`config.mk`:
```
export PLATFORM = sky130hd
export DESIGN_NAME = can_tx_queue_with_id_packing_top
export DESIGN_NICKNAME = d
export VERILOG_FILES = /design/src/hw/rtl/ctq_pkg.sv /design/src/hw/rtl/ctq_front.sv /design/src/hw/rtl/ctq_back.sv /design/src/hw/rtl/can_tx_queue_with_id_packing_top.sv
export SDC_FILE = /design/constraint.sdc
export NUM_CORES = 2
export LEC_CHECK = 0
export ABC_AREA = 1
export BUFFER_PORTS_ARGS = -buffer_cell sky130_fd_sc_hd__buf_4
export CORE_UTILIZATION = 30
export DETAILED_ROUTE_END_ITERATION = 7
export PLACE_DENSITY = 0.46
export SLEW_MARGIN = 20
export SYNTH_ARGS = -nofsm -noshare
export SYNTH_HDL_FRONTEND = slang
export SYNTH_HIERARCHICAL = 1
export SYNTH_SLANG_ARGS = --single-unit
```
`constraint.sdc`:
```
create_clock -name clock -period 8.7 [get_ports clock]
set_input_delay 1.305 -clock clock [delete_from_list [all_inputs] [get_ports clock]]
set_output_delay 1.305 -clock clock [all_outputs]
set_load 0.1 [all_outputs]
```
`src/hw/rtl/ctq_pkg.sv`:
```
// Shared types and constants for the CAN transmit queue with id packing.
// No dependencies.
package ctq_pkg;

   localparam int unsigned QUEUE_SLOTS_DEF = 16;
   localparam int unsigned CMD_DEPTH       = 2;
   localparam int unsigned CMD_PTR_W       = $clog2(CMD_DEPTH);
   localparam int unsigned CMD_CNT_W       = $clog2(CMD_DEPTH + 1);

   typedef enum logic {
      OP_PUSH = 1'b0,
      OP_SEND = 1'b1
   } op_type;

   typedef enum logic [1:0] {
      FMT_STD_DATA   = 2'd0,
      FMT_STD_REMOTE = 2'd1,
      FMT_EXT_DATA   = 2'd2,
      FMT_EXT_REMOTE = 2'd3
   } fmt_type;

   typedef enum logic {
      ST_IDLE = 1'b0,
      ST_PACK = 1'b1
   } state_type;

   typedef struct packed {
      logic        opcode;
      logic [28:0] std_id;
      logic [28:0] ext_id;
      logic [3:0]  frame_len;
      logic [31:0] data_low;
      logic [31:0] data_high;
      logic [1:0]  tx_format;
      logic        controller_busy;
   } req_type;

   typedef struct packed {
      logic        accepted;
      logic        send_valid;
      logic [31:0] id_word;
      logic [3:0]  length_word;
      logic [31:0] word_one;
      logic [31:0] word_two;
      logic        queue_empty;
      logic        queue_full;
      logic [28:0] last_sent_id;
   } rsp_type;

   // Classified request handed from the front end to the back end.
   typedef struct packed {
      op_type  op;
      req_type req;
   } cmd_type;

   typedef struct packed {
      logic    valid;
      cmd_type cmd;
   } cmd_chan_type;

endpackage

```
`src/hw/rtl/ctq_front.sv`:
```
// Front end: accepts requests, classifies them, and buffers them in a
// short command queue for the back end. Depends on ctq_pkg.
module ctq_front (
   input  logic                  clock,
   input  logic                  reset,
   input  logic                  start,
   output logic                  busy,
   input  ctq_pkg::req_type      req_data,
   output ctq_pkg::cmd_chan_type cmd_out,
   input  logic                  cmd_pop
);

   ctq_pkg::cmd_type                  cq_mem [ctq_pkg::CMD_DEPTH];
   logic [ctq_pkg::CMD_PTR_W-1:0]     wr_ptr_ff, wr_ptr_in;
   logic [ctq_pkg::CMD_PTR_W-1:0]     rd_ptr_ff, rd_ptr_in;
   logic [ctq_pkg::CMD_CNT_W-1:0]     count_ff, count_in;
   logic                              push;
   logic                              pop;
   ctq_pkg::cmd_type                  cmd_new;

   assign busy = (count_ff == ctq_pkg::CMD_CNT_W'(ctq_pkg::CMD_DEPTH));
   assign push = start && !busy;
   assign pop  = cmd_pop && (count_ff != '0);

   always_comb begin
      cmd_new.req = req_data;
      cmd_new.op  = req_data.opcode ? ctq_pkg::OP_SEND : ctq_pkg::OP_PUSH;
   end

   function automatic logic [ctq_pkg::CMD_PTR_W-1:0] ptr_next(
      input logic [ctq_pkg::CMD_PTR_W-1:0] p);
      if (p == ctq_pkg::CMD_PTR_W'(ctq_pkg::CMD_DEPTH - 1)) begin
         return '0;
      end
      return p + 1'b1;
   endfunction

   always_comb begin
      wr_ptr_in = push ? ptr_next(wr_ptr_ff) : wr_ptr_ff;
      rd_ptr_in = pop ? ptr_next(rd_ptr_ff) : rd_ptr_ff;
      count_in  = count_ff;
      if (push && !pop) begin
         count_in = count_ff + 1'b1;
      end else if (pop && !push) begin
         count_in = count_ff - 1'b1;
      end
   end

   always_ff @(posedge clock) begin
      if (reset) begin
         wr_ptr_ff <= '0;
         rd_ptr_ff <= '0;
         count_ff  <= '0;
      end else begin
         wr_ptr_ff <= wr_ptr_in;
         rd_ptr_ff <= rd_ptr_in;
         count_ff  <= count_in;
      end
   end

   always_ff @(posedge clock) begin
      if (push) begin
         cq_mem[wr_ptr_ff] <= cmd_new;
      end
   end

   assign cmd_out.valid = (count_ff != '0);
   assign cmd_out.cmd   = cq_mem[rd_ptr_ff];

endmodule

```
`src/hw/rtl/ctq_back.sv`:
```
// Back end: message ring buffer, push/send execution, id packing and
// registered response. Depends on ctq_pkg.
module ctq_back #(
   parameter int unsigned QUEUE_SLOTS = ctq_pkg::QUEUE_SLOTS_DEF
) (
   input  logic                  clock,
   input  logic                  reset,
   input  ctq_pkg::cmd_chan_type cmd_in,
   output logic                  cmd_pop,
   output logic                  rsp_valid,
   output ctq_pkg::rsp_type      rsp_data
);

   localparam int unsigned IDX_W = $clog2(QUEUE_SLOTS);

   typedef struct packed {
      logic [28:0] std_id;
      logic [28:0] ext_id;
      logic [3:0]  frame_len;
      logic [31:0] data_low;
      logic [31:0] data_high;
   } slot_type;

   slot_type                mem [QUEUE_SLOTS];
   slot_type                mem_rd_ff;
   logic                    mem_wr_en;
   logic                    mem_rd_en;
   slot_type                mem_wr_data;

   ctq_pkg::state_type      state_ff, state_in;
   logic [IDX_W-1:0]        wr_idx_ff, wr_idx_in;
   logic [IDX_W-1:0]        rd_idx_ff, rd_idx_in;
   logic [28:0]             sent_id_ff, sent_id_in;
   logic [1:0]              fmt_ff, fmt_in;
   logic                    rsp_valid_ff, rsp_valid_in;
   ctq_pkg::rsp_type        rsp_data_ff, rsp_data_in;

   logic                    is_send;
   logic                    can_push;
   logic                    can_send;

   function automatic logic [IDX_W-1:0] slot_next(input logic [IDX_W-1:0] i);
      if (i == IDX_W'(QUEUE_SLOTS - 1)) begin
         return '0;
      end
      return i + 1'b1;
   endfunction

   function automatic logic [31:0] pack_id(input logic [1:0] fmt,
                                           input logic [28:0] sid,
                                           input logic [28:0] eid);
      logic [31:0] ext_part;
      ext_part = {1'b0, eid[17:0], 2'b00, eid[28:18]};
      case (fmt)
         ctq_pkg::FMT_STD_DATA:   return {21'd0, sid[10:0]};
         ctq_pkg::FMT_STD_REMOTE: return {20'd0, 1'b1, sid[10:0]};
         ctq_pkg::FMT_EXT_DATA:   return ext_part | 32'h0000_1800;
         default:                 return ext_part | 32'h8000_1000;
      endcase
   endfunction

   assign is_send  = (cmd_in.cmd.op == ctq_pkg::OP_SEND);
   assign can_push = (slot_next(wr_idx_ff) != rd_idx_ff);
   assign can_send = !cmd_in.cmd.req.controller_busy && (wr_idx_ff != rd_idx_ff);
   assign cmd_pop  = (state_ff == ctq_pkg::ST_IDLE) && cmd_in.valid;

   // next state
   always_comb begin
      state_in = state_ff;
      case (state_ff)
         ctq_pkg::ST_IDLE: begin
            if (cmd_in.valid && is_send && can_send) begin
               state_in = ctq_pkg::ST_PACK;
            end
         end
         ctq_pkg::ST_PACK: state_in = ctq_pkg::ST_IDLE;
         default:          state_in = ctq_pkg::ST_IDLE;
      endcase
   end

   // datapath and outputs
   always_comb begin
      wr_idx_in    = wr_idx_ff;
      rd_idx_in    = rd_idx_ff;
      sent_id_in   = sent_id_ff;
      fmt_in       = fmt_ff;
      mem_wr_en    = 1'b0;
      mem_rd_en    = 1'b0;
      mem_wr_data.std_id    = cmd_in.cmd.req.std_id;
      mem_wr_data.ext_id    = cmd_in.cmd.req.ext_id;
      mem_wr_data.frame_len = cmd_in.cmd.req.frame_len;
      mem_wr_data.data_low  = cmd_in.cmd.req.data_low;
      mem_wr_data.data_high = cmd_in.cmd.req.data_high;
      rsp_valid_in = 1'b0;
      rsp_data_in  = '0;
      case (state_ff)
         ctq_pkg::ST_IDLE: begin
            if (cmd_in.valid) begin
               if (!is_send) begin
                  if (can_push) begin
                     mem_wr_en = 1'b1;
                     wr_idx_in = slot_next(wr_idx_ff);
                  end
                  rsp_valid_in             = 1'b1;
                  rsp_data_in.accepted     = can_push;
                  rsp_data_in.queue_empty  = (wr_idx_in == rd_idx_ff);
                  rsp_data_in.queue_full   = (slot_next(wr_idx_in) == rd_idx_ff);
                  rsp_data_in.last_sent_id = sent_id_ff;
               end else if (can_send) begin
                  mem_rd_en = 1'b1;
                  rd_idx_in = slot_next(rd_idx_ff);
                  fmt_in    = cmd_in.cmd.req.tx_format;
               end else begin
                  rsp_valid_in             = 1'b1;
                  rsp_data_in.queue_empty  = (wr_idx_ff == rd_idx_ff);
                  rsp_data_in.queue_full   = (slot_next(wr_idx_ff) == rd_idx_ff);
                  rsp_data_in.last_sent_id = sent_id_ff;
               end
            end
         end
         ctq_pkg::ST_PACK: begin
            sent_id_in               = mem_rd_ff.std_id;
            rsp_valid_in             = 1'b1;
            rsp_data_in.accepted     = 1'b1;
            rsp_data_in.send_valid   = 1'b1;
            rsp_data_in.id_word      = pack_id(fmt_ff, mem_rd_ff.std_id, mem_rd_ff.ext_id);
            rsp_data_in.length_word  = mem_rd_ff.frame_len;
            rsp_data_in.word_one     = mem_rd_ff.data_low;
            rsp_data_in.word_two     = mem_rd_ff.data_high;
            rsp_data_in.queue_empty  = (wr_idx_ff == rd_idx_ff);
            rsp_data_in.queue_full   = (slot_next(wr_idx_ff) == rd_idx_ff);
            rsp_data_in.last_sent_id = mem_rd_ff.std_id;
         end
         default: begin
            rsp_valid_in = 1'b0;
         end
      endcase
   end

   always_ff @(posedge clock) begin
      if (reset) begin
         state_ff     <= ctq_pkg::ST_IDLE;
         wr_idx_ff    <= '0;
         rd_idx_ff    <= '0;
         sent_id_ff   <= '0;
         rsp_valid_ff <= 1'b0;
      end else begin
         state_ff     <= state_in;
         wr_idx_ff    <= wr_idx_in;
         rd_idx_ff    <= rd_idx_in;
         sent_id_ff   <= sent_id_in;
         rsp_valid_ff <= rsp_valid_in;
      end
   end

   always_ff @(posedge clock) begin
      fmt_ff      <= fmt_in;
      rsp_data_ff <= rsp_data_in;
   end

   always_ff @(posedge clock) begin
      if (mem_wr_en) begin
         mem[wr_idx_ff] <= mem_wr_data;
      end
   end

   always_ff @(posedge clock) begin
      if (mem_rd_en) begin
         mem_rd_ff <= mem[rd_idx_ff];
      end
   end

   assign rsp_valid = rsp_valid_ff;
   assign rsp_data  = rsp_data_ff;

endmodule

```
`src/hw/rtl/can_tx_queue_with_id_packing_top.sv`:
```
// Top level of the CAN transmit queue with id packing.
// Instantiates ctq_front and ctq_back; types from ctq_pkg.
//
// A request is taken when start is high and busy is low; it enters a
// two-entry command queue, so requests can be taken on consecutive cycles
// until that queue fills. Each request gives exactly one response, shown
// on rsp_data for one cycle while rsp_valid is high; the receiver cannot
// stall it. A push, a refused push and a send that pops nothing answer
// in the cycle after the back end takes the command; a send that pops a
// message answers through the registered read port of the message slot
// memory and then the response register, and the back end takes no new
// command meanwhile. The ring holds QUEUE_SLOTS - 1 messages.
module can_tx_queue_with_id_packing_top #(
   parameter int unsigned QUEUE_SLOTS = ctq_pkg::QUEUE_SLOTS_DEF
) (
   input  logic             clock,
   input  logic             reset,
   input  logic             start,
   output logic             busy,
   input  ctq_pkg::req_type req_data,
   output logic             rsp_valid,
   output ctq_pkg::rsp_type rsp_data
);

   ctq_pkg::cmd_chan_type cmd_chan;
   logic                  cmd_pop;

   ctq_front u_front (
      .clock    (clock),
      .reset    (reset),
      .start    (start),
      .busy     (busy),
      .req_data (req_data),
      .cmd_out  (cmd_chan),
      .cmd_pop  (cmd_pop)
   );

   ctq_back #(
      .QUEUE_SLOTS (QUEUE_SLOTS)
   ) u_back (
      .clock     (clock),
      .reset     (reset),
      .cmd_in    (cmd_chan),
      .cmd_pop   (cmd_pop),
      .rsp_valid (rsp_valid),
      .rsp_data  (rsp_data)
   );

   a_sent_is_accepted: assert property (@(posedge clock) disable iff (reset)
      rsp_valid && rsp_data.send_valid |-> rsp_data.accepted)
      else $error("sent frame without accepted");

   a_empty_not_full: assert property (@(posedge clock) disable iff (reset)
      rsp_valid |-> !(rsp_data.queue_empty && rsp_data.queue_full))
      else $error("queue both empty and full");

   a_no_frame_zero: assert property (@(posedge clock) disable iff (reset)
      rsp_valid && !rsp_data.send_valid |->
         rsp_data.id_word == '0 && rsp_data.word_one == '0 && rsp_data.word_two == '0)
      else $error("frame words not cleared");

   a_std_id_matches: assert property (@(posedge clock) disable iff (reset)
      rsp_valid && rsp_data.send_valid && !rsp_data.id_word[12] |->
         rsp_data.id_word[10:0] == rsp_data.last_sent_id[10:0])
      else $error("packed standard id differs from last sent id");

   a_sent_leaves_not_full: assert property (@(posedge clock) disable iff (reset)
      rsp_valid && rsp_data.send_valid |-> !rsp_data.queue_full)
      else $error("queue full right after a pop");

endmodule
```
==> impl_results.md <==
- Net switching power: between 8 and 9 mW
- Port buffer count: ~270
- # clock sinks: about 2600
- Top cell by count, worst path: buf_4
- Critical Path End: u_back/mem_rd_ff[33]
- Post-cts gate resize count: 0
- Final slew viol count: 0
- Sequential area share after synthesis: around four fifths
- Post-CTS Setup Bufs: 0
- Largest cells by area after synthesis: edfxtp_1, nor2_1, dfxtp_1
- Kind of critical path: reg -> reg
- Pwr/cell area: 290 nW/µm²
- GPL Wtd Cong: between 0.7 and 0.8
- Final antenna-violating net count: 0
- Vias per cell: 4.92
- 1st-pass router iterations: 6
- Crit path from: u_back/rd_idx_ff[0]
- Leakage: roughly 36 nW
- Synth warnings: 6
- DRT Wirelength: between 200000 and 300000 µm
- Critical-path cell list: buf_4 > buf_4 > buf_4 > buf_4 > mux2i_1 > o221ai_1 > nand3_1 > nand3_1
- Combinational Power Share: 14.9%
- Crit path capture type: register
- Place WS: 3620 ps
- Post-Synthesis Cells: about 6500
- Largest net degree at the start of global routing: approximately 210
- Core ar.: roughly 320000 µm²
- Fmax: approximately 190 MHz
- Die W: ~570 µm
- Req. time, crit path: between 9000 and 10000 ps
- Seq cells post-synth: 2581
- Levels on crit path: 8
- CP Launch Type: register
- Die height: around 570 µm
- Worst reg2reg path depth: 8
- Synth Area per Inst: 15.0 µm²
- DR iter-0 viols: roughly 3800
- Vias in the first global route: between 50000 and 60000
- GR Overflow Total: 0
- Reg2reg setup slack: approximately 3500 ps
- CP Data Arrival Time: roughly 5800 ps
- Clock Tree Root: clkbuf_16
- Min cycle time layout: about 5200 ps
- Unrepaired setup endpoints after global routing: no
- Die ar.: about 330000 µm²
- Initial antenna violation count: 15
- Post-Syn Area: approximately 97000 µm²
- Delay-heaviest family, CP: buffers and inverters
- CTS Hold Bufs: 0
- Status: finished clean
- H-tree levels: 5
- GRT Total Usage: 16.1%
- Cell-internal power: between 20 and 25 mW
- Tot Pwr: between 30 and 40 mW
- Area leader, netlist: edfxtp_1
- Clock buffer depth: 4
- Num rows: 208
- FF-to-FF Start: u_back/rd_idx_ff[0]
- Initial core utilization: between 30% and 40%
- Synth cell types: 38
- Clk slew on worst S/H paths: around 60 ps
- CTS tree: yes
- Worst hold slack: between 400 and 500 ps
- Final Hold Viols: 0
- First-pass GRT wire length: 390000 µm
- Post-route setup slack: about 3500 ps
- Layout Skew: about 45 ps
- Most frequent cells in the layout: edfxtp_1, nor2_1, o21ai_0, nand2_1, buf_4
- Routed len/inst: approximately 24 µm
- Slowest stage delay, CP: about 940 ps
- Clk network pwr share: between 30 and 40%
- Top-area cell type share of the netlist area: around 74%
- Area grow syn2layout: 16.6%
- Crit Path Max Fanout: approximately 80
- Worst hold path class: reg -> reg
- Post-synthesis net count: around 6600
- Final layout net count: about 7000
- Post-route DRC: 0
- Sequential share of power: approximately 48%
- Worst slew margin: roughly a quarter
- Dpl hpwl: 142000 µm
- Max Cap Violations: 0
- IO Count: approximately 270
- Crit path buffers/inverters: 4
- VDD IR max: ~0.00018 V
- Vias after detailed routing: 55400
- Most common cell after layout, fill and taps aside: edfxtp_1
- Sw frac: ~27%
- Proportion of layout cells with a drive suffix above 1: around 14%
- Worst slew pin tran: 1110 ps
- Layout fillers: slightly above 30000
- Utilization after layout: roughly a third
- Reg2reg end: u_back/mem_rd_ff[33]
- Count of final setup violators: 0
- Setup_tns: 0 ps
- Later-pin clock latency in the skew report: approximately 900 ps
- CTS buffer count: between 200 and 300
- Fin crit share: 59.3%
- Slowest cell on the critical path: dfxtp_4
==> power by group through the flow <==
stage / sequential (mW) / clock (mW) / combinational, mW
detailed placement: 15.9 / 0 / 4.99
floorplan: 16.2 / 0 / 2.96
finish: 15.7 / 12.2 / 4.86
global route: 15.7 / 13.0 / 5.36
global placement: 15.9 / 0 / 4.91
CTS: 15.7 / 12.6 / 5.00
==> synthesized netlist by cell type <==
library cell / number
mux2_2: 130
a21boi_0: 29
o221ai_1: 201
nand3_1: 218
inv_1: 112
o21ai_0: 521
nand4_1: 2
buf_1: 25
nor2_2: 1
or2_2: 1
nor2_4: 1
buf_2: 72
mux2i_1: 201
buf_6: 22
o31ai_1: 1
xor2_1: 6
inv_2: 8
nor2_8: 1
o21bai_1: 1
o211ai_1: 51
xnor2_1: 1
nand3_4: 1
dfxtp_1: 177
a21oi_2: 1
edfxtp_1: 2404
ha_1: 11
inv_4: 1
nand2_4: 2
nand2_1: 411
o21ai_1: 3
buf_4: 22
o32ai_1: 303
a21oi_1: 40
clkbuf_1: 283
nand3_2: 4
nand2_2: 6
nor2_1: 1191
a211oi_1: 1
==> metrics by stage <==
step	cell area (µm²)	cells
after global placement	104000	10700
after floorplan	96900	6466
after detailed placement	104000	10700
after global routing	113000	11300
after CTS	113000	11300
final	113000	11300
==> logic make-up after synthesis <==
| family | count (synthesis) | synth area share [%] |
|---|---|---|
| AO/OA/AOI/OAI | 1152 | 8.12 |
| XOR/XNOR | 7 | 0.0632 |
| adder cells (fa/ha/maj) | 11 | 0.142 |
| buffers and inverters | 545 | 2.46 |
| flip-flops | 2581 | 78.1 |
| multiplexers | 331 | 3.59 |
| AND/OR/NAND/NOR | 1839 | 7.51 |
==> worst reg2reg max path, stage by stage, from the launching register on <==
cell and delay [ps]:
dfxtp_4 940, buf_4 730, buf_4 900, buf_4 710, buf_4 850, mux2i_1 390
o221ai_1 140, nand3_1 150, nand3_1 80
==> layout make-up <==
class | instances | area, µm² | area share [%]
clock buffer | 372 | 7930 | 7.02
timing repair buffer | 376 | 2960 | 2.62
multi-input combinational | 3340 | 19000 | 16.8
tap | 4305 | 5390 | 4.76
antenna | 3 | 7.51 | 0.00664
sequential | 2581 | 75800 | 67.0
inverter | 121 | 482 | 0.426
clock inverter | 163 | 1560 | 1.38
==> state kept, by name (all words and copies together) (netlist names), 4 cells and up, named ones only <==
name and count:
u_back/wr_idx_ff 4, u_back/sent_id_ff 29, u_back/mem 2016, u_back/rsp_data 133, u_back/mem_rd_ff 126, u_front/cq_mem 260
u_back/rd_idx_ff 4
==> metal layers <==
layer	GRT usage (%)	wire length, µm
met5	0	0
met4	3.15	4620
met3	2.41	11800
met2	26.8	128000
met1	22.4	124000
==> worst min path at each step <==
stage | startpoint | end | slack (ps) | depth (start not counted)
4_1_cts | u_back/mem_rd_ff[19] | u_back/rsp_data[50] | 450 | 2
3_3_place_gp | u_back/mem_rd_ff[9] | u_back/rsp_data[40] | 430 | 2
3_5_place_dp | u_back/mem_rd_ff[19] | u_back/rsp_data[50] | 440 | 2
6_report | u_back/mem_rd_ff[11] | u_back/rsp_data[42] | 450 | 2
5_1_grt | u_back/mem_rd_ff[13] | u_back/rsp_data[44] | 470 | 2
2_1_floorplan | u_back/state_ff | u_back/rsp_data[131] | 360 | 0
No activity file was read; power rests on OpenSTA's default activity.
